[src/ved_pkg.sv]
// Shared types, character codes and helpers for the vis escape decoder.
package ved_pkg;

    localparam int HELD_DEPTH_DEF = 16;

    localparam logic [7:0] CH_BSLASH = 8'h5C;
    localparam logic [7:0] CH_CR     = 8'h0D;
    localparam logic [7:0] CH_ZERO   = 8'h30;
    localparam logic [7:0] CH_SEVEN  = 8'h37;
    localparam logic [7:0] CH_N      = 8'h6E;
    localparam logic [7:0] CH_R      = 8'h72;
    localparam logic [7:0] CH_T      = 8'h74;
    localparam logic [7:0] CH_B      = 8'h62;
    localparam logic [7:0] CH_A      = 8'h61;
    localparam logic [7:0] CH_V      = 8'h76;
    localparam logic [7:0] CH_F      = 8'h66;

    localparam logic [7:0] CTL_LF  = 8'h0A;
    localparam logic [7:0] CTL_CR  = 8'h0D;
    localparam logic [7:0] CTL_HT  = 8'h09;
    localparam logic [7:0] CTL_BS  = 8'h08;
    localparam logic [7:0] CTL_BEL = 8'h07;
    localparam logic [7:0] CTL_VT  = 8'h0B;
    localparam logic [7:0] CTL_FF  = 8'h0C;

    typedef enum logic [1:0] {
        PH_IDLE = 2'd0,
        PH_ESC  = 2'd1,
        PH_OCT  = 2'd2
    } t_phase;

    typedef enum logic [2:0] {
        EM_IDLE       = 3'd0,
        EM_FAIL_BS    = 3'd1,
        EM_FAIL_HELD  = 3'd2,
        EM_SINGLE     = 3'd3,
        EM_FLUSH_BS   = 3'd4,
        EM_FLUSH_HELD = 3'd5
    } t_emit_state;

    // What one accepted item has to emit, in order: failed escape, single byte, flush.
    typedef struct packed {
        logic       fail;
        logic       single;
        logic [7:0] single_byte;
        logic       flush;
        logic       last;
    } t_plan;

    // Map the byte after a backslash to its control code; bit 8 flags a match.
    function automatic logic [8:0] ctl_code(logic [7:0] b);
        logic [8:0] r;
        case (b)
            CH_N:      r = {1'b1, CTL_LF};
            CH_R:      r = {1'b1, CTL_CR};
            CH_T:      r = {1'b1, CTL_HT};
            CH_B:      r = {1'b1, CTL_BS};
            CH_A:      r = {1'b1, CTL_BEL};
            CH_V:      r = {1'b1, CTL_VT};
            CH_F:      r = {1'b1, CTL_FF};
            CH_BSLASH: r = {1'b1, CH_BSLASH};
            default:   r = 9'd0;
        endcase
        return r;
    endfunction

endpackage

[src/ved_ram.sv]
// Generic single-port-write, single-port-read RAM with registered read data.
module ved_ram #(
    parameter int WIDTH = 8,
    parameter int DEPTH = 16
) (
    input  logic                     i_clk,
    input  logic                     i_we,
    input  logic [$clog2(DEPTH)-1:0] i_waddr,
    input  logic [WIDTH-1:0]         i_wdata,
    input  logic                     i_re,
    input  logic [$clog2(DEPTH)-1:0] i_raddr,
    output logic [WIDTH-1:0]         o_rdata
);
    logic [WIDTH-1:0] r_mem [DEPTH];
    logic [WIDTH-1:0] r_q;

    always_ff @(posedge i_clk) begin
        if (i_we) begin
            r_mem[i_waddr] <= i_wdata;
        end
        if (i_re) begin
            r_q <= r_mem[i_raddr];
        end
    end

    assign o_rdata = r_q;
endmodule

[src/ved_step.sv]
// Escape state machine: classifies each accepted byte and plans its results.
module ved_step #(
    parameter int HELD_DEPTH = ved_pkg::HELD_DEPTH_DEF
) (
    input  logic                          i_clk,
    input  logic                          i_rst_n,
    input  logic                          i_accept,
    input  logic [7:0]                    i_byte,
    input  logic                          i_last,
    output ved_pkg::t_plan                o_plan,
    output logic [$clog2(HELD_DEPTH+1)-1:0] o_fail_cnt,
    output logic [$clog2(HELD_DEPTH+1)-1:0] o_flush_cnt,
    output logic                          o_we,
    output logic [$clog2(HELD_DEPTH)-1:0] o_waddr,
    output logic [7:0]                    o_wdata
);
    localparam int CW = $clog2(HELD_DEPTH + 1);
    localparam int AW = $clog2(HELD_DEPTH);

    ved_pkg::t_phase r_phase, n_phase;
    logic [8:0]      r_val, n_val;
    logic [1:0]      r_dc, n_dc;
    logic [CW-1:0]   r_held, n_held;

    logic            is_oct, is_cr, reproc, hold, hold_first;
    logic [8:0]      ctl;
    logic [2:0]      dig;

    assign is_oct = (i_byte >= ved_pkg::CH_ZERO) && (i_byte <= ved_pkg::CH_SEVEN);
    assign is_cr  = (i_byte == ved_pkg::CH_CR);
    assign ctl    = ved_pkg::ctl_code(i_byte);
    assign dig    = i_byte[2:0];

    always_comb begin
        n_phase     = r_phase;
        n_val       = r_val;
        n_dc        = r_dc;
        n_held      = r_held;
        o_plan      = '0;
        o_fail_cnt  = '0;
        o_flush_cnt = '0;
        reproc      = 1'b0;
        hold        = 1'b0;
        hold_first  = 1'b0;
        case (r_phase)
            ved_pkg::PH_ESC: begin
                if (ctl[8]) begin
                    o_plan.single      = 1'b1;
                    o_plan.single_byte = ctl[7:0];
                    n_phase = ved_pkg::PH_IDLE;
                    n_val   = '0;
                    n_dc    = '0;
                    n_held  = '0;
                end else if (is_oct) begin
                    n_phase    = ved_pkg::PH_OCT;
                    n_held     = CW'(1);
                    hold       = 1'b1;
                    hold_first = 1'b1;
                    n_val      = {6'd0, dig};
                    n_dc       = 2'd1;
                end else begin
                    o_plan.fail = 1'b1;
                    o_fail_cnt  = r_held;
                    n_val       = '0;
                    n_dc        = '0;
                    n_held      = '0;
                    reproc      = 1'b1;
                end
            end
            ved_pkg::PH_OCT: begin
                if (is_oct && (r_dc == 2'd2)) begin
                    // third digit always completes; value truncated to a byte
                    o_plan.single      = 1'b1;
                    o_plan.single_byte = {r_val[4:0], dig};
                    n_phase = ved_pkg::PH_IDLE;
                    n_val   = '0;
                    n_dc    = '0;
                    n_held  = '0;
                end else if ((is_oct || is_cr) && (r_held < CW'(HELD_DEPTH))) begin
                    hold   = 1'b1;
                    n_held = r_held + CW'(1);
                    if (!is_cr) begin
                        n_val = {r_val[5:0], dig};
                        n_dc  = r_dc + 2'd1;
                    end
                end else begin
                    o_plan.fail = 1'b1;
                    o_fail_cnt  = r_held;
                    n_val       = '0;
                    n_dc        = '0;
                    n_held      = '0;
                    reproc      = 1'b1;
                end
            end
            default: begin
                reproc = 1'b1;
            end
        endcase

        // handle the byte as if no escape were open
        if (reproc) begin
            if (i_byte == ved_pkg::CH_BSLASH) begin
                n_phase = ved_pkg::PH_ESC;
            end else begin
                n_phase            = ved_pkg::PH_IDLE;
                o_plan.single      = 1'b1;
                o_plan.single_byte = i_byte;
            end
        end

        // end of buffer: flush any open escape
        if (i_last && (n_phase != ved_pkg::PH_IDLE)) begin
            o_plan.flush = 1'b1;
            o_flush_cnt  = n_held;
            n_phase      = ved_pkg::PH_IDLE;
            n_val        = '0;
            n_dc         = '0;
            n_held       = '0;
        end
        o_plan.last = i_last;
    end

    assign o_we    = i_accept && hold;
    assign o_waddr = hold_first ? '0 : r_held[AW-1:0];
    assign o_wdata = i_byte;

    always_ff @(posedge i_clk) begin
        if (!i_rst_n) begin
            r_phase <= ved_pkg::PH_IDLE;
            r_val   <= '0;
            r_dc    <= '0;
            r_held  <= '0;
        end else if (i_accept) begin
            r_phase <= n_phase;
            r_val   <= n_val;
            r_dc    <= n_dc;
            r_held  <= n_held;
        end
    end
endmodule

[src/ved_emit.sv]
// Result sequencer: walks one item's plan and drives the registered output stage.
module ved_emit #(
    parameter int HELD_DEPTH = ved_pkg::HELD_DEPTH_DEF
) (
    input  logic                            i_clk,
    input  logic                            i_rst_n,
    input  logic                            i_accept,
    input  ved_pkg::t_plan                  i_plan,
    input  logic [$clog2(HELD_DEPTH+1)-1:0] i_fail_cnt,
    input  logic [$clog2(HELD_DEPTH+1)-1:0] i_flush_cnt,
    output logic                            o_ready,
    output logic                            o_re,
    output logic [$clog2(HELD_DEPTH)-1:0]   o_raddr,
    input  logic [7:0]                      i_rdata,
    output logic                            o_m_tvalid,
    input  logic                            i_m_tready,
    output logic [7:0]                      o_m_tdata,
    output logic                            o_m_tlast,
    output logic                            o_m_tuser
);
    localparam int CW = $clog2(HELD_DEPTH + 1);
    localparam int AW = $clog2(HELD_DEPTH);

    ved_pkg::t_emit_state r_state, n_state, first_st, after_fail;
    ved_pkg::t_plan       r_plan;
    logic [CW-1:0]        r_fail_cnt, r_flush_cnt, r_idx, idx_inc;
    logic                 r_have;
    logic                 free, held_st, emit, final_res;
    logic [7:0]           emit_byte;

    logic                 r_ovalid, r_olast, r_oend;
    logic [7:0]           r_obyte;

    assign free    = !r_ovalid || i_m_tready;
    assign idx_inc = r_idx + CW'(1);

    always_comb begin
        if (i_plan.fail) begin
            first_st = ved_pkg::EM_FAIL_BS;
        end else if (i_plan.single) begin
            first_st = ved_pkg::EM_SINGLE;
        end else if (i_plan.flush) begin
            first_st = ved_pkg::EM_FLUSH_BS;
        end else begin
            first_st = ved_pkg::EM_IDLE;
        end
        if (r_plan.single) begin
            after_fail = ved_pkg::EM_SINGLE;
        end else if (r_plan.flush) begin
            after_fail = ved_pkg::EM_FLUSH_BS;
        end else begin
            after_fail = ved_pkg::EM_IDLE;
        end
    end

    // next state
    always_comb begin
        n_state = r_state;
        case (r_state)
            ved_pkg::EM_IDLE: begin
                if (i_accept) n_state = first_st;
            end
            ved_pkg::EM_FAIL_BS: begin
                if (free) begin
                    n_state = (r_fail_cnt != '0) ? ved_pkg::EM_FAIL_HELD : after_fail;
                end
            end
            ved_pkg::EM_FAIL_HELD: begin
                if (r_have && free && (idx_inc >= r_fail_cnt)) n_state = after_fail;
            end
            ved_pkg::EM_SINGLE: begin
                if (free) begin
                    n_state = r_plan.flush ? ved_pkg::EM_FLUSH_BS : ved_pkg::EM_IDLE;
                end
            end
            ved_pkg::EM_FLUSH_BS: begin
                if (free) begin
                    n_state = (r_flush_cnt != '0) ? ved_pkg::EM_FLUSH_HELD
                                                  : ved_pkg::EM_IDLE;
                end
            end
            ved_pkg::EM_FLUSH_HELD: begin
                if (r_have && free && (idx_inc >= r_flush_cnt)) n_state = ved_pkg::EM_IDLE;
            end
            default: begin
                n_state = ved_pkg::EM_IDLE;
            end
        endcase
    end

    // outputs
    always_comb begin
        o_ready   = 1'b0;
        held_st   = 1'b0;
        emit      = 1'b0;
        emit_byte = ved_pkg::CH_BSLASH;
        case (r_state)
            ved_pkg::EM_IDLE: begin
                o_ready = 1'b1;
            end
            ved_pkg::EM_FAIL_BS, ved_pkg::EM_FLUSH_BS: begin
                emit = free;
            end
            ved_pkg::EM_SINGLE: begin
                emit      = free;
                emit_byte = r_plan.single_byte;
            end
            ved_pkg::EM_FAIL_HELD, ved_pkg::EM_FLUSH_HELD: begin
                held_st   = 1'b1;
                emit      = r_have && free;
                emit_byte = i_rdata;
            end
            default: begin
                o_ready = 1'b0;
            end
        endcase
        final_res = (n_state == ved_pkg::EM_IDLE);
        o_re      = held_st && !r_have;
    end

    assign o_raddr = r_idx[AW-1:0];

    always_ff @(posedge i_clk) begin
        if (!i_rst_n) begin
            r_state  <= ved_pkg::EM_IDLE;
            r_have   <= 1'b0;
            r_idx    <= '0;
            r_ovalid <= 1'b0;
        end else begin
            r_state <= n_state;
            if (o_re) begin
                r_have <= 1'b1;
            end else if (emit && held_st) begin
                r_have <= 1'b0;
            end
            if (r_state != n_state) begin
                r_idx <= '0;
            end else if (emit && held_st) begin
                r_idx <= idx_inc;
            end
            if (emit) begin
                r_ovalid <= 1'b1;
            end else if (i_m_tready) begin
                r_ovalid <= 1'b0;
            end
        end
    end

    always_ff @(posedge i_clk) begin
        if (i_accept) begin
            r_plan      <= i_plan;
            r_fail_cnt  <= i_fail_cnt;
            r_flush_cnt <= i_flush_cnt;
        end
        if (emit) begin
            r_obyte <= emit_byte;
            r_olast <= final_res;
            r_oend  <= final_res && r_plan.last;
        end
    end

    assign o_m_tvalid = r_ovalid;
    assign o_m_tdata  = r_obyte;
    assign o_m_tlast  = r_olast;
    assign o_m_tuser  = r_oend;
endmodule

[src/vis_escape_decoder.sv]
// Top level of the vis escape decoder: byte stream in, decoded byte stream out.
//
// Slave channel (i_s_*): one encoded byte per item, i_s_tlast marks the end of
// the buffer. Master channel (o_m_*): decoded bytes; o_m_tlast marks the last
// result of one input item, o_m_tuser the last result of the whole buffer.
// An input item may cause no result (backslash, held digits) or up to
// HELD_DEPTH + 2 results (failed escape plus flush at end of buffer).
//
// Timing: o_s_tready is high only while the sequencer is idle. An item with
// no result leaves the sequencer idle, ready for the following item. Each
// result is loaded into the output register from its own sequencer state; a
// held byte replayed after a failed escape is first read from the held store,
// which has a registered read port. The sequencer walks one result at a time,
// so it takes a new item only once the last result of the previous one is loaded.
//
// Reset (i_rst_n low, synchronous) closes any open escape and empties the
// output register; held store contents are left as they are. When the
// receiver stalls, the output register holds its item and the sequencer
// waits; a new input item is still taken as soon as the sequencer is idle.
module vis_escape_decoder #(
    parameter int HELD_DEPTH = ved_pkg::HELD_DEPTH_DEF
) (
    input  logic       i_clk,
    input  logic       i_rst_n,
    input  logic       i_s_tvalid,
    output logic       o_s_tready,
    input  logic [7:0] i_s_tdata,   // [7:0] in_byte
    input  logic       i_s_tlast,   // in_last
    output logic       o_m_tvalid,
    input  logic       i_m_tready,
    output logic [7:0] o_m_tdata,   // [7:0] out_byte
    output logic       o_m_tlast,   // run_last
    output logic       o_m_tuser    // [0] buffer_end
);
    localparam int CW = $clog2(HELD_DEPTH + 1);
    localparam int AW = $clog2(HELD_DEPTH);

    logic           accept;
    ved_pkg::t_plan plan;
    logic [CW-1:0]  fail_cnt, flush_cnt;
    logic           we, re;
    logic [AW-1:0]  waddr, raddr;
    logic [7:0]     wdata, rdata;

    // an item enters when the sequencer has finished the previous one
    assign accept = i_s_tvalid && o_s_tready;

    // escape tracking and per-item result plan
    ved_step #(.HELD_DEPTH(HELD_DEPTH)) u_step (
        .i_clk       (i_clk),
        .i_rst_n     (i_rst_n),
        .i_accept    (accept),
        .i_byte      (i_s_tdata),
        .i_last      (i_s_tlast),
        .o_plan      (plan),
        .o_fail_cnt  (fail_cnt),
        .o_flush_cnt (flush_cnt),
        .o_we        (we),
        .o_waddr     (waddr),
        .o_wdata     (wdata)
    );

    // held digits and carriage returns of the open octal escape
    ved_ram #(.WIDTH(8), .DEPTH(HELD_DEPTH)) u_held (
        .i_clk   (i_clk),
        .i_we    (we),
        .i_waddr (waddr),
        .i_wdata (wdata),
        .i_re    (re),
        .i_raddr (raddr),
        .o_rdata (rdata)
    );

    // replay the plan one result at a time into the output register
    ved_emit #(.HELD_DEPTH(HELD_DEPTH)) u_emit (
        .i_clk       (i_clk),
        .i_rst_n     (i_rst_n),
        .i_accept    (accept),
        .i_plan      (plan),
        .i_fail_cnt  (fail_cnt),
        .i_flush_cnt (flush_cnt),
        .o_ready     (o_s_tready),
        .o_re        (re),
        .o_raddr     (raddr),
        .i_rdata     (rdata),
        .o_m_tvalid  (o_m_tvalid),
        .i_m_tready  (i_m_tready),
        .o_m_tdata   (o_m_tdata),
        .o_m_tlast   (o_m_tlast),
        .o_m_tuser   (o_m_tuser)
    );
endmodule

[config.mk]
export PLATFORM = sky130hd
export DESIGN_NAME = vis_escape_decoder
export DESIGN_NICKNAME = d
export VERILOG_FILES = /design/src/ved_pkg.sv /design/src/ved_ram.sv /design/src/ved_step.sv /design/src/ved_emit.sv /design/src/vis_escape_decoder.sv
export SDC_FILE = /design/constraint.sdc
export NUM_CORES = 1
export LEC_CHECK = 0
export BUFFER_PORTS_ARGS = -buffer_cell sky130_fd_sc_hd__buf_2
export CORE_ASPECT_RATIO = 0.5
export CORE_MARGIN = 5
export CORE_UTILIZATION = 30
export DETAILED_ROUTE_END_ITERATION = 16
export PLACE_DENSITY = 0.46
export SETUP_SLACK_MARGIN = 0.15
export SLEW_MARGIN = 20
export SYNTH_ARGS = -nofsm -noshare
export SYNTH_HDL_FRONTEND = slang
export SYNTH_HIERARCHICAL = 1
export SYNTH_SLANG_ARGS = --single-unit
[constraint.sdc]
create_clock -name i_clk -period 12.25 [get_ports i_clk]
set_clock_uncertainty 0.15 [all_clocks]
set_input_delay 1.225 -clock i_clk [delete_from_list [all_inputs] [get_ports i_clk]]
set_output_delay 1.225 -clock i_clk [all_outputs]
set_load 0.01 [all_outputs]
==> summary.txt, run 1 <==
Hold path
  • Hold WC Path Type: reg -> reg

Setup path
  • CP max stage cell: or4b_1
  • CP delay by family, top: simple AND/OR/NAND/NOR gates
  • FF-to-FF setup slack: between 8 and 9 ns
  • CP bufs+invs: 1
  • Crit path kind: in -> reg
  • Critical-path cell list: buf_2 -> nand4bb_1 -> or4b_1 -> nand4_1 -> o21ai_2 -> and2_4 -> or3_1 -> or2_2 -> a221oi_1 -> o211ai_1 -> nor4_2 -> and2_1
  • CP startpoint kind: input pin
  • Worst endpoint required time: 12.41 ns
  • CP Capture Type: flop
  • Crit path DAT: 4.98 ns
  • Worst Path Max Fanout: 26
  • Largest stage delay on the critical path: ~0.7 ns

Synth
  • Post-synthesis async set-or-reset flop share: 0%
  • Area leader, netlist: edfxtp_1
  • Seq/Total Area, Yosys: 61.9%
  • Mapped Area: 8880 um^2
  • Primary FF master, synth: edfxtp_1
  • Mapped Avg Cell Area: 14.5 um^2
  • Post-synthesis cell count: between 600 and 700
  • Area share of the largest cell type after synthesis: 56.5%
  • Number of enable flip-flop cells after synthesis: between 150 and 200
  • Commonest cells in the netlist: edfxtp_1 (167), nor2_1 (42), nand2_1 (33), dfxtp_1 (24), inv_1 (19)
  • Most frequent cell after synthesis: edfxtp_1
  • Syn_nets: between 600 and 700
  • YS warnings: 6
  • #FFs+latches synth: between 150 and 200
  • Area contributors post-synth: edfxtp_1 (56%), dfxtp_1 (5.4%), mux4_2 (4.6%), mux4_1 (4.1%), ha_1 (2.1%)
  • Cell variety after synth: 90

Clocking
  • Clock latency on the worst-skew pair: 0.44 ns
  • Post-cts sizing count: 0
  • Clock Tree Root: clkbuf_16
  • Post-CTS Setup Bufs: 0
  • Bufs on Longest Clock Path: 2
  • Num CTS Buffers: 17
  • H-Tree Depth: 4
  • Clock Pin Slew Worst Setup and Hold Paths: 0.08 ns
  • Post-CTS Hold Buffers: 0
  • Total clock sinks: 191
  • TritonCTS clock tree: yes

Routing
  • Routed len/inst: 20.5 um
  • Routed Antenna Nets: 0
  • DRC viols: 0
  • Total routed wirelength: 21000 um
  • Via Count: roughly 5300
  • Vias/cell: 5.13
  • Drt pass-1 iters: 5
  • Iter 0 DRT Violations: 532

Timing
  • Slew Limit Fails: 0
  • RSZ-0062 raised after global routing: no
  • Tmin final: 4.81 ns
  • Max-slew headroom: 24.5%
  • Setup tns final: 0 ns
  • Period utilization: 39.3%
  • Worst-margin pin slew: 1.13 ns
  • Fin. Hold Viols: 0
  • Final Setup Violations: 0
  • Fmax: 0.208 GHz

Die
  • I/O pin count: 25
  • Row count: 44
  • Die W: 253 um
  • Die area: 33300 um^2
  • Initial Utilization: just over 30%
  • Core area: 29100 um^2
  • Die Height: between 100 and 150 um

Power and ir drop
  • Power per standard cell area: 153 nW/um^2
  • Reg power frac: 51.0%
  • NetSw: 0.397 mW
  • Clock power share: 38.4%
  • Maximum vdd drop: 0.0000588 V
  • Internal: 1.12 mW
  • Comb pwr share: 10.6%
  • Leakage: 3.10 nW
  • Sw Ratio: a little over a quarter

GRT
  • Global-route usage over all layers: 12.9%
  • Vias in the first global route: 5241
  • First-pass GRT wire length: 32400 um
  • Pin count of the biggest net entering global routing: 38
  • Initial antenna violation count: 0
  • GR Overflow Total: 0

Placed design
  • Detailed Place HPWL: 13700 um
  • Port Buf Inserts: 24
  • RD Place Congestion: 0.813

Cells and area
  • Area grow syn2layout: 11.3%
  • Fillcell total: 2840
  • Layout cells sized above 1: ~17%
  • Final Net Count: 648
  • Diodes inserted: 0
  • Final Util: 34.0%

Outcome
  • Status: finished, final reports clean

Run
  • # Max-Cap Violations: 0
## metal layers
layer,wire (um),vias to the layer above,GRT usage (%)
met4,163,0,3.24
met2,9870,105,20.2
met5,0,-,0
met1,9990,2718,18.3
li1,-,2418,-
met3,950,11,2.86
## flip-flops by register name (all words and copies together) (netlist names), 3 cells and up
register / flops
u_step/r_held: 5
u_emit/o_m_tdata: 8
u_emit/r_state: 3
u_step/r_val: 5
u_emit/r_flush_cnt: 5
u_held/r_mem: 128
u_held/o_rdata: 8
u_emit/r_fail_cnt: 5
u_emit/r_plan: 11
u_emit/r_idx: 5
## cell families after synthesis
family / share of synthesized area, %
mux: 9.84
fa+ha+maj: 2.11
compound gates: 9.63
simple gates: 11.4
xor+xnor: 0.987
flops: 61.9
buf+inv: 4.12
## worst register-to-register path, cell delays in order, from the launching register on
cell and delay [ns]:
dfxtp_1 0.57, nor3_1 0.35, and2_1 0.17, buf_4 0.35, inv_1 0.26, a211oi_1 0.57
or3b_2 0.55, nor2_1 0.69
## cell type report
type                       count  area (um^2)  share of cell area, %
sequential                   191         5500                   55.6
tap                          391          489                   4.95
multi-input combinational    360         3030                   30.6
inverter                      21         81.3                  0.823
timing repair buffer          29          158                   1.60
clock buffer                  17          425                   4.31
clock inverter                15          201                   2.04
## metrics by stage
step	instances	total power, mW	hold WS (ns)	setup WS [ns]	instance area (um^2)
floorplan	611	0.898	0.292	7.65	8880
global placement	992	0.949	0.320	7.13	9250
detailed placement	992	0.951	0.314	7.03	9250
CTS	1024	1.54	0.332	7.51	9880
global route	1024	1.59	0.369	7.20	9880
finish	1024	1.52	0.330	7.44	9880
## cells in the final DEF (no fill, tap or decap), types with 10 or more instances in the layout
cell / instances
edfxtp_1: 167
nor2_1: 42
nand2_1: 33
buf_2: 24
dfxtp_1: 23
inv_1: 19
mux4_2: 18
clkbuf_16: 17
a22oi_1: 17
nand3_1: 15
nor3_1: 15
ha_1: 15
mux4_1: 14
and2_1: 13
o21ai_0: 13
a21oi_1: 12
mux2i_1: 10
## power groups by stage
stage               sequential (mW)  combinational (mW)  clock [mW]
floorplan                     0.778               0.120           0
global placement              0.787               0.162           0
detailed placement            0.788               0.163           0
CTS                           0.774               0.163       0.600
global route                  0.778               0.178       0.632
finish                        0.773               0.161       0.582
## worst paths after layout
check | from | to | depth (start not counted)
hold / removal | u_step/r_val[3] | u_step/r_val[3] | 1
setup / recovery | i_s_tdata[2] | u_emit/o_m_tuser | 12
hold reg to reg | u_step/r_val[3] | u_step/r_val[3] | 1
setup reg to reg | u_emit/r_state[0] | u_held/r_mem[1][6] | 7
Note: power is estimated with default switching activity, not from simulation.
==> run 2, diff against run 1 <==
clock period = 4.9 ns   (was 12.25 ns; I/O delays follow)
==> run 2 against run 1 <==
Compared with the run above: setup slack worse by 6.5 ns; critical endpoint unchanged; wire length increased by 0.51%; clock power increased by 130%; critical path type unchanged; sequential share of layout area decreased by 0.65 points; combinational power increased by 150%.
==> summary.txt, run 2 (synthesis results as in run 1) <==
Placed design
  • Detailed Place HPWL: 14500 um (+5.4%)
  • Pre-CTS WS: 0.480 ns (-6.55 ns)
  • RD Place Congestion: 0.807 (-0.74%)
  • Port Buf Inserts: 24 (unchanged)

Power and ir drop
  • Internal: 2.73 mW (+140%)
  • Maximum vdd drop: 0.000239 V (+310%)
  • NetSw: 0.935 mW (+140%)
  • Reg power frac: 52.7% (+1.7 points)
  • Leakage: 3.20 nW (+3.1%)
  • Power per standard cell area: 367 nW/um^2 (+140%)
  • Sw Ratio: 25.5% (-0.68 points)
  • Comb pwr share: 10.9% (+0.3 points)
  • Clock power share: 36.4% (-2.0 points)

Clocking
  • Post-CTS Setup Bufs: 0 (unchanged)
  • Post-CTS Hold Buffers: 0 (unchanged)
  • Clock Pin Slew Worst Setup and Hold Paths: 0.06 ns (-0.02 ns)
  • Post-cts sizing count: 0 (unchanged)
  • Num CTS Buffers: 17 (unchanged)
  • H-Tree Depth: 4 (unchanged)
  • Clock Tree Root: clkbuf_16
  • Total clock sinks: 191 (unchanged)
  • Bufs on Longest Clock Path: 2 (unchanged)
  • Clock latency on the worst-skew pair: 0.43 ns (about the same)
  • TritonCTS clock tree: yes

Cells and area
  • Register with the most flip-flops: u_held/r_mem
  • Commonest cells after routing, fill and taps aside: edfxtp_1 (167), nor2_1 (42), nand2_1 (33)
  • Layout cells sized above 1: 19.6% (+2.4 points)
  • Commonest non-fill, non-tap cell in the layout: edfxtp_1
  • Final Net Count: 673 (+3.9%)
  • Top Registers: u_held/r_mem x128, u_emit/r_plan x11
  • Diodes inserted: 0 (unchanged)
  • Area grow syn2layout: 12.6%
  • Max FFs per register: 128 (unchanged)

Timing
  • Worst hold slack: 0.168 ns (-0.162 ns)
  • Slew Limit Fails: 0 (unchanged)
  • Fmax: between 0.2 and 0.25 GHz
  • Max-slew headroom: 36.0% (+12 points)
  • Worst setup margin: 0.898 ns (-6.54 ns)
  • Worst-margin pin slew: 0.957 ns (-0.171 ns)
  • Tmin final: 4.00 ns
  • Setup tns final: 0 ns (unchanged)
  • Fin. Hold Viols: 0 (unchanged)
  • Final Setup Violations: 0 (unchanged)
  • Period utilization: 81.7%
  • RSZ-0062 raised after global routing: no

GRT
  • Vias in the first global route: 5238 (-0.057%)
  • Initial antenna violation count: 0 (unchanged)
  • First-pass GRT wire length: 33000 um (+1.8%)
  • GR Overflow Total: 0 (unchanged)
  • Pin count of the biggest net entering global routing: 35 (-7.9%)
  • Global-route usage over all layers: 13.1% (+0.22 points)

Routing
  • Max layer used: met4
  • Metal3 WL: 891 um (-6.2%)
  • Vias/cell: 5.05 (-1.5%)
  • Via Count: 5302 (+0.95%)
  • Iter 0 DRT Violations: 455 (-14%)
  • Drt pass-1 iters: 5 (unchanged)
  • Metal-1 WL: 10300 um (+3.4%)
  • Routed wl met2: 9590 um (-2.9%)
  • Routed len/inst: 20.1 um (-1.9%)
  • Total routed wirelength: 21100 um (+0.51%)
  • Routed Antenna Nets: 0 (unchanged)
  • DRC viols: 0 (unchanged)

Die
  • I/O pin count: 25 (unchanged)
  • Row count: 44 (unchanged)
  • Die W: 253 um (unchanged)
  • Core area: 29100 um^2 (unchanged)
  • Die Height: 132 um (unchanged)
  • Die area: 33300 um^2 (unchanged)
  • Initial Utilization: 30.5% (unchanged)

Setup path
  • Worst endpoint required time: 5.05 ns (-7.36 ns)
  • CP Capture Type: flop
  • Worst Path Max Fanout: 23 (-12%)
  • CP startpoint kind: input pin
  • Crit path DAT: 4.15 ns (-0.83 ns)
  • Crit path kind: in -> reg

Run
  • # Max-Cap Violations: 0 (unchanged)

Hold path
  • Hold WC Path Type: in -> reg

Outcome
  • Status: finished, final reports clean
## run 2: per-layer routing
| layer | up-vias | GRT usage (%) |
|---|---|---|
| met1 | 2714 | 19.1 |
| li1 | 2471 | - |
| met5 | - | 0 |
| met3 | 16 | 2.90 |
| met2 | 101 | 19.8 |
| met4 | 0 | 3.51 |
## run 2: worst max-delay path: stages
cell and delay (ns):
buf_2 0.23, nand4bb_1 0.31, or4b_1 0.71, nand4_1 0.22
o21ai_2 0.13, and2_4 0.25, or3_1 0.41, or2_2 0.33
a221oi_1 0.36, o211ai_1 0.19, nor4_2 0.34, and2_1 0.16
## run 2: final cells by class
class / instances / area [um^2]
timing repair buffer: 54 / 345
inverter: 21 / 81.3
tap: 391 / 489
fill: 2808 / 19100
clock buffer: 19 / 433
clock inverter: 13 / 134
sequential: 191 / 5500
multi-input combinational: 360 / 3020
## run 2: final timing paths
path	startpoint	to	slack, ns	cells after the start
worst max-delay path	i_s_tdata[5]	u_emit/o_m_tuser	0.90	12
worst min-delay path	i_s_tlast	u_emit/r_plan[0]	0.17	1
worst max register to register	u_step/r_phase[0]	u_emit/o_m_tuser	1.10	11
worst min register to register	u_step/r_dc[1]	u_step/r_dc[1]	0.34	1
## run 2: power by group through the flow
stage               registers, mW  logic, mW  clock network (mW)
floorplan                    1.95      0.299                   0
global placement             1.97      0.409                   0
detailed placement           1.97      0.408                   0
CTS                          1.93      0.409                1.37
global route                 1.94      0.450                1.45
finish                       1.93      0.402                1.34
## run 2: per-stage QoR
stage	cells	util (%)	area, um^2	power (mW)
after CTS	1049	34.4	10000	3.72
after global routing	1049	34.4	10000	3.84
final	1049	34.4	10000	3.67
after global placement	1017	32.4	9430	2.38
after floorplan	611	-	8880	2.24
after detailed placement	1017	32.4	9430	2.38
==> run 3, diff against run 2 <==
ABC_AREA = 1   (was default)
PLACE_DENSITY = 0.48   (was 0.46)
clock period = 3.64 ns   (was 4.9 ns; I/O delays follow)
==> run 3 against run 2 <==
Compared with the run above: global-route usage increased by 0.45 points; design area is 7.3% higher; power rose by 45%; hold slack lost 0.13 ns; utilization is 0.37 points lower; sequential cell count is the same; largest cell class unchanged; register-to-register slack lost 0.24 ns; area after synthesis grew 7.5%; critical path type is now reg -> reg; die area up 7.0%.
==> summary.txt, run 3 <==
Die
  • I/O pin count: 25 (unchanged)
  • Initial Utilization: 30.2% (-0.29 points)
  • Die area: 35700 um^2 (+7.0%)
  • Die W: 262 um (+3.5%)
  • Core area: 31500 um^2 (+8.5%)
  • Row count: 46 (+4.5%)
  • Die Height: 136 um (+3.4%)

Timing
  • Worst-margin pin slew: 0.869 ns (-0.0879 ns)
  • RSZ-0062 raised after global routing: no
  • Worst setup margin: 0.860 ns (-0.0385 ns)
  • Final Setup Violations: 0 (unchanged)
  • Setup tns final: 0 ns (unchanged)
  • Max-slew headroom: 41.8% (+5.8 points)
  • Fin. Hold Viols: 0 (unchanged)
  • Fmax: ~0.36 GHz
  • Worst hold slack: 0.0338 ns (-0.134 ns)
  • Slew Limit Fails: 0 (unchanged)
  • Period utilization: between 70 and 80%
  • Tmin final: 2.78 ns

Synth
  • Syn_nets: 1076 (+68%)
  • Most frequent cell after synthesis: nand2_1
  • Area leader, netlist: edfxtp_1
  • Commonest cells in the netlist: nand2_1 (286), inv_1 (168), edfxtp_1 (167), nand3_1 (130), nor2_1 (86)
  • YS warnings: 6 (unchanged)
  • Cell variety after synth: 45 (-50%)
  • #FFs+latches synth: 191 (unchanged)
  • Area contributors post-synth: edfxtp_1 (53%), nand2_1 (11%), nand3_1 (6.8%), inv_1 (6.6%), dfxtp_1 (5.0%)
  • Area share of the largest cell type after synthesis: 52.6% (-3.9 points)
  • Post-synthesis cell count: 1048 (+72%)
  • Post-synthesis async set-or-reset flop share: 0% (unchanged)
  • Mapped Avg Cell Area: 9.10 um^2 (-37%)
  • Seq/Total Area, Yosys: 57.6% (-4.3 points)
  • Mapped Area: 9540 um^2 (+7.5%)
  • Number of enable flip-flop cells after synthesis: 167 (unchanged)
  • Primary FF master, synth: edfxtp_1

Clocking
  • Clock Pin Slew Worst Setup and Hold Paths: 0.07 ns (about the same)
  • Bufs on Longest Clock Path: 2 (unchanged)
  • Post-CTS Setup Bufs: 0 (unchanged)
  • H-Tree Depth: 4 (unchanged)
  • Post-cts sizing count: 0 (unchanged)
  • TritonCTS clock tree: yes
  • Clock Tree Root: clkbuf_16
  • Total clock sinks: 191 (unchanged)
  • Post-CTS Hold Buffers: 0 (unchanged)
  • Num CTS Buffers: 17 (unchanged)
  • Clock latency on the worst-skew pair: 0.43 ns (about the same)

GRT
  • Vias in the first global route: 6551 (+25%)
  • Initial antenna violation count: 0 (unchanged)
  • Pin count of the biggest net entering global routing: 65 (+86%)
  • Global-route usage over all layers: 13.5% (+0.45 points)
  • First-pass GRT wire length: 37000 um (+12%)
  • GR Overflow Total: 0 (unchanged)

Routing
  • Drt pass-1 iters: 5 (unchanged)
  • Routed Antenna Nets: 0 (unchanged)
  • Total routed wirelength: 23500 um (+12%)
  • Iter 0 DRT Violations: 478 (+5.1%)
  • Routed len/inst: 15.4 um (-23%)
  • Vias/cell: 4.44 (-12%)
  • DRC viols: 0 (unchanged)
  • Via Count: 6766 (+28%)

Cells and area
  • Commonest non-fill, non-tap cell in the layout: nand2_1
  • Final Net Count: 1106 (+64%)
  • Post-Layout Cell Count: 1523 (+45%)
  • Top Registers: u_held/r_mem x128, u_emit/r_plan x11
  • Register area: 5500 um^2 (unchanged)
  • Cell area after layout: 10700 um^2 (+7.3%)
  • Multi-input gate area in the final layout: 3060 um^2 (+1.3%)
  • Diodes inserted: 0 (unchanged)
  • Max FFs per register: 128 (unchanged)
  • Area grow syn2layout: 12.5%
  • Layout cells sized above 1: 11.8% (-7.8 points)
  • Register with the most flip-flops: u_held/r_mem
  • Fillcell total: 3311 (+18%)
  • Commonest cells after routing, fill and taps aside: nand2_1 (286), inv_1 (168), edfxtp_1 (167)

Setup path
  • Crit path kind: reg -> reg
  • Crit path DAT: 3.00 ns (-1.15 ns)
  • R2R cell count: 17 (+6)
  • CP startpoint kind: flop
  • Largest stage delay on the critical path: 0.39 ns (-0.32 ns)
  • FF-to-FF Start: u_step/r_phase[0]
  • Critical-path cell list: inv_1 -> ha_1 -> inv_1 -> nand3_2 -> nand2_2 -> nand2_1 -> o21ai_0 -> nor2_1 -> nor2_1 -> nand2_1 -> nor2_2 -> nand3_2 -> nand2_1 -> nand2_1 -> nor2_2 -> nand2_2 -> nor2_1
  • Worst endpoint required time: 3.86 ns (-1.19 ns)
  • FF-to-FF setup slack: 0.86 ns (-0.24 ns)
  • CP max stage cell: dfxtp_1
  • Worst Path Max Fanout: 12 (-48%)
  • End of the worst register-to-register path: u_emit/r_idx[2]
  • Most used cell, CP: nand2_1
  • CP Capture Type: flop

Placed design
  • Inst Count DP: 1491 (+47%)
  • RD Place Congestion: 0.839 (+3.9%)
  • Pre-CTS WS: 0.513 ns (+0.0330 ns)
  • Port Buf Inserts: 24 (unchanged)
  • Post-DP Area: 10100 um^2 (+7.6%)
  • Detailed Place HPWL: 16200 um (+12%)

Power and ir drop
  • Power per standard cell area: 495 nW/um^2 (+35%)
  • Leakage: 4.53 nW (+42%)
  • Maximum vdd drop: 0.000327 V (+37%)

Hold path
  • Hold depth: 1 (unchanged)
  • Hold Path Sink: u_emit/r_plan[0]
  • HP Start: i_s_tlast
  • Hold WC Path Type: in -> reg

Run
  • # Max-Cap Violations: 0 (unchanged)

Outcome
  • Status: finished, final reports clean
-- run 3: worst max-delay path by stage --
stage / end / depth (start not counted) / start / slack (ns)
6_report: u_emit/r_idx[2] / 17 / u_step/r_phase[0] / 0.86
3_3_place_gp: u_emit/r_idx[0] / 22 / i_s_tdata[1] / 0.57
4_1_cts: u_emit/r_idx[2] / 17 / u_step/r_phase[0] / 0.85
5_1_grt: u_emit/r_idx[0] / 17 / u_step/r_phase[0] / 0.55
3_5_place_dp: u_emit/r_idx[2] / 21 / i_s_tdata[7] / 0.51
2_1_floorplan: u_held/r_mem[12][0] / 10 / u_emit/r_state[0] / 0.73
-- run 3: final cells by class --
type | instances | area share [%]
timing repair buffer | 56 | 3.47
tap | 432 | 5.04
clock inverter | 13 | 1.42
multi-input combinational | 632 | 28.5
sequential | 191 | 51.2
clock buffer | 19 | 4.03
inverter | 180 | 6.32
-- run 3: kinds of logic (layout without fill, tap and decap cells) --
group	after synthesis	after routing	share of synthesized area (%)
fa+ha+maj	15	15	1.97
flops	191	191	57.6
xor+xnor	5	5	0.459
mux	3	3	0.367
compound gates	58	58	3.61
simple gates	551	551	25.6
buf+inv	225	268	10.4
-- run 3: power breakdown --
| part | total (mW) | switching (mW) | internal [mW] |
|---|---|---|---|
| Sequential | 2.63 | 0.0613 | 2.56 |
| Clock | 1.90 | 0.870 | 1.03 |
| Combinational | 0.787 | 0.559 | 0.228 |
| Total | 5.31 | 1.49 | 3.82 |
-- run 3: per-stage QoR --
step | util (%) | power, mW
floorplan | - | 3.19
global placement | 32.2 | 3.48
detailed placement | 32.2 | 3.48
CTS | 34.0 | 5.38
global route | 34.0 | 5.56
finish | 34.0 | 5.31
-- run 3: layer usage --
layer,vias up,wire length (um),global-route usage (%)
met3,19,1030,3.08
met4,0,340,3.02
met5,-,0,0
li1,3447,-,-
met2,128,10700,21.8
met1,3172,11500,18.8
-- run 3: worst max-delay path: cells and delay by family, from the launching register on --
family	cells	cell delay [ns]
AO/OA/AOI/OAI	1	0.19
flip-flops	1	0.39
AND/OR/NAND/NOR	13	1.28
buffers and inverters	2	0.39
adder cells (fa/ha/maj)	1	0.31
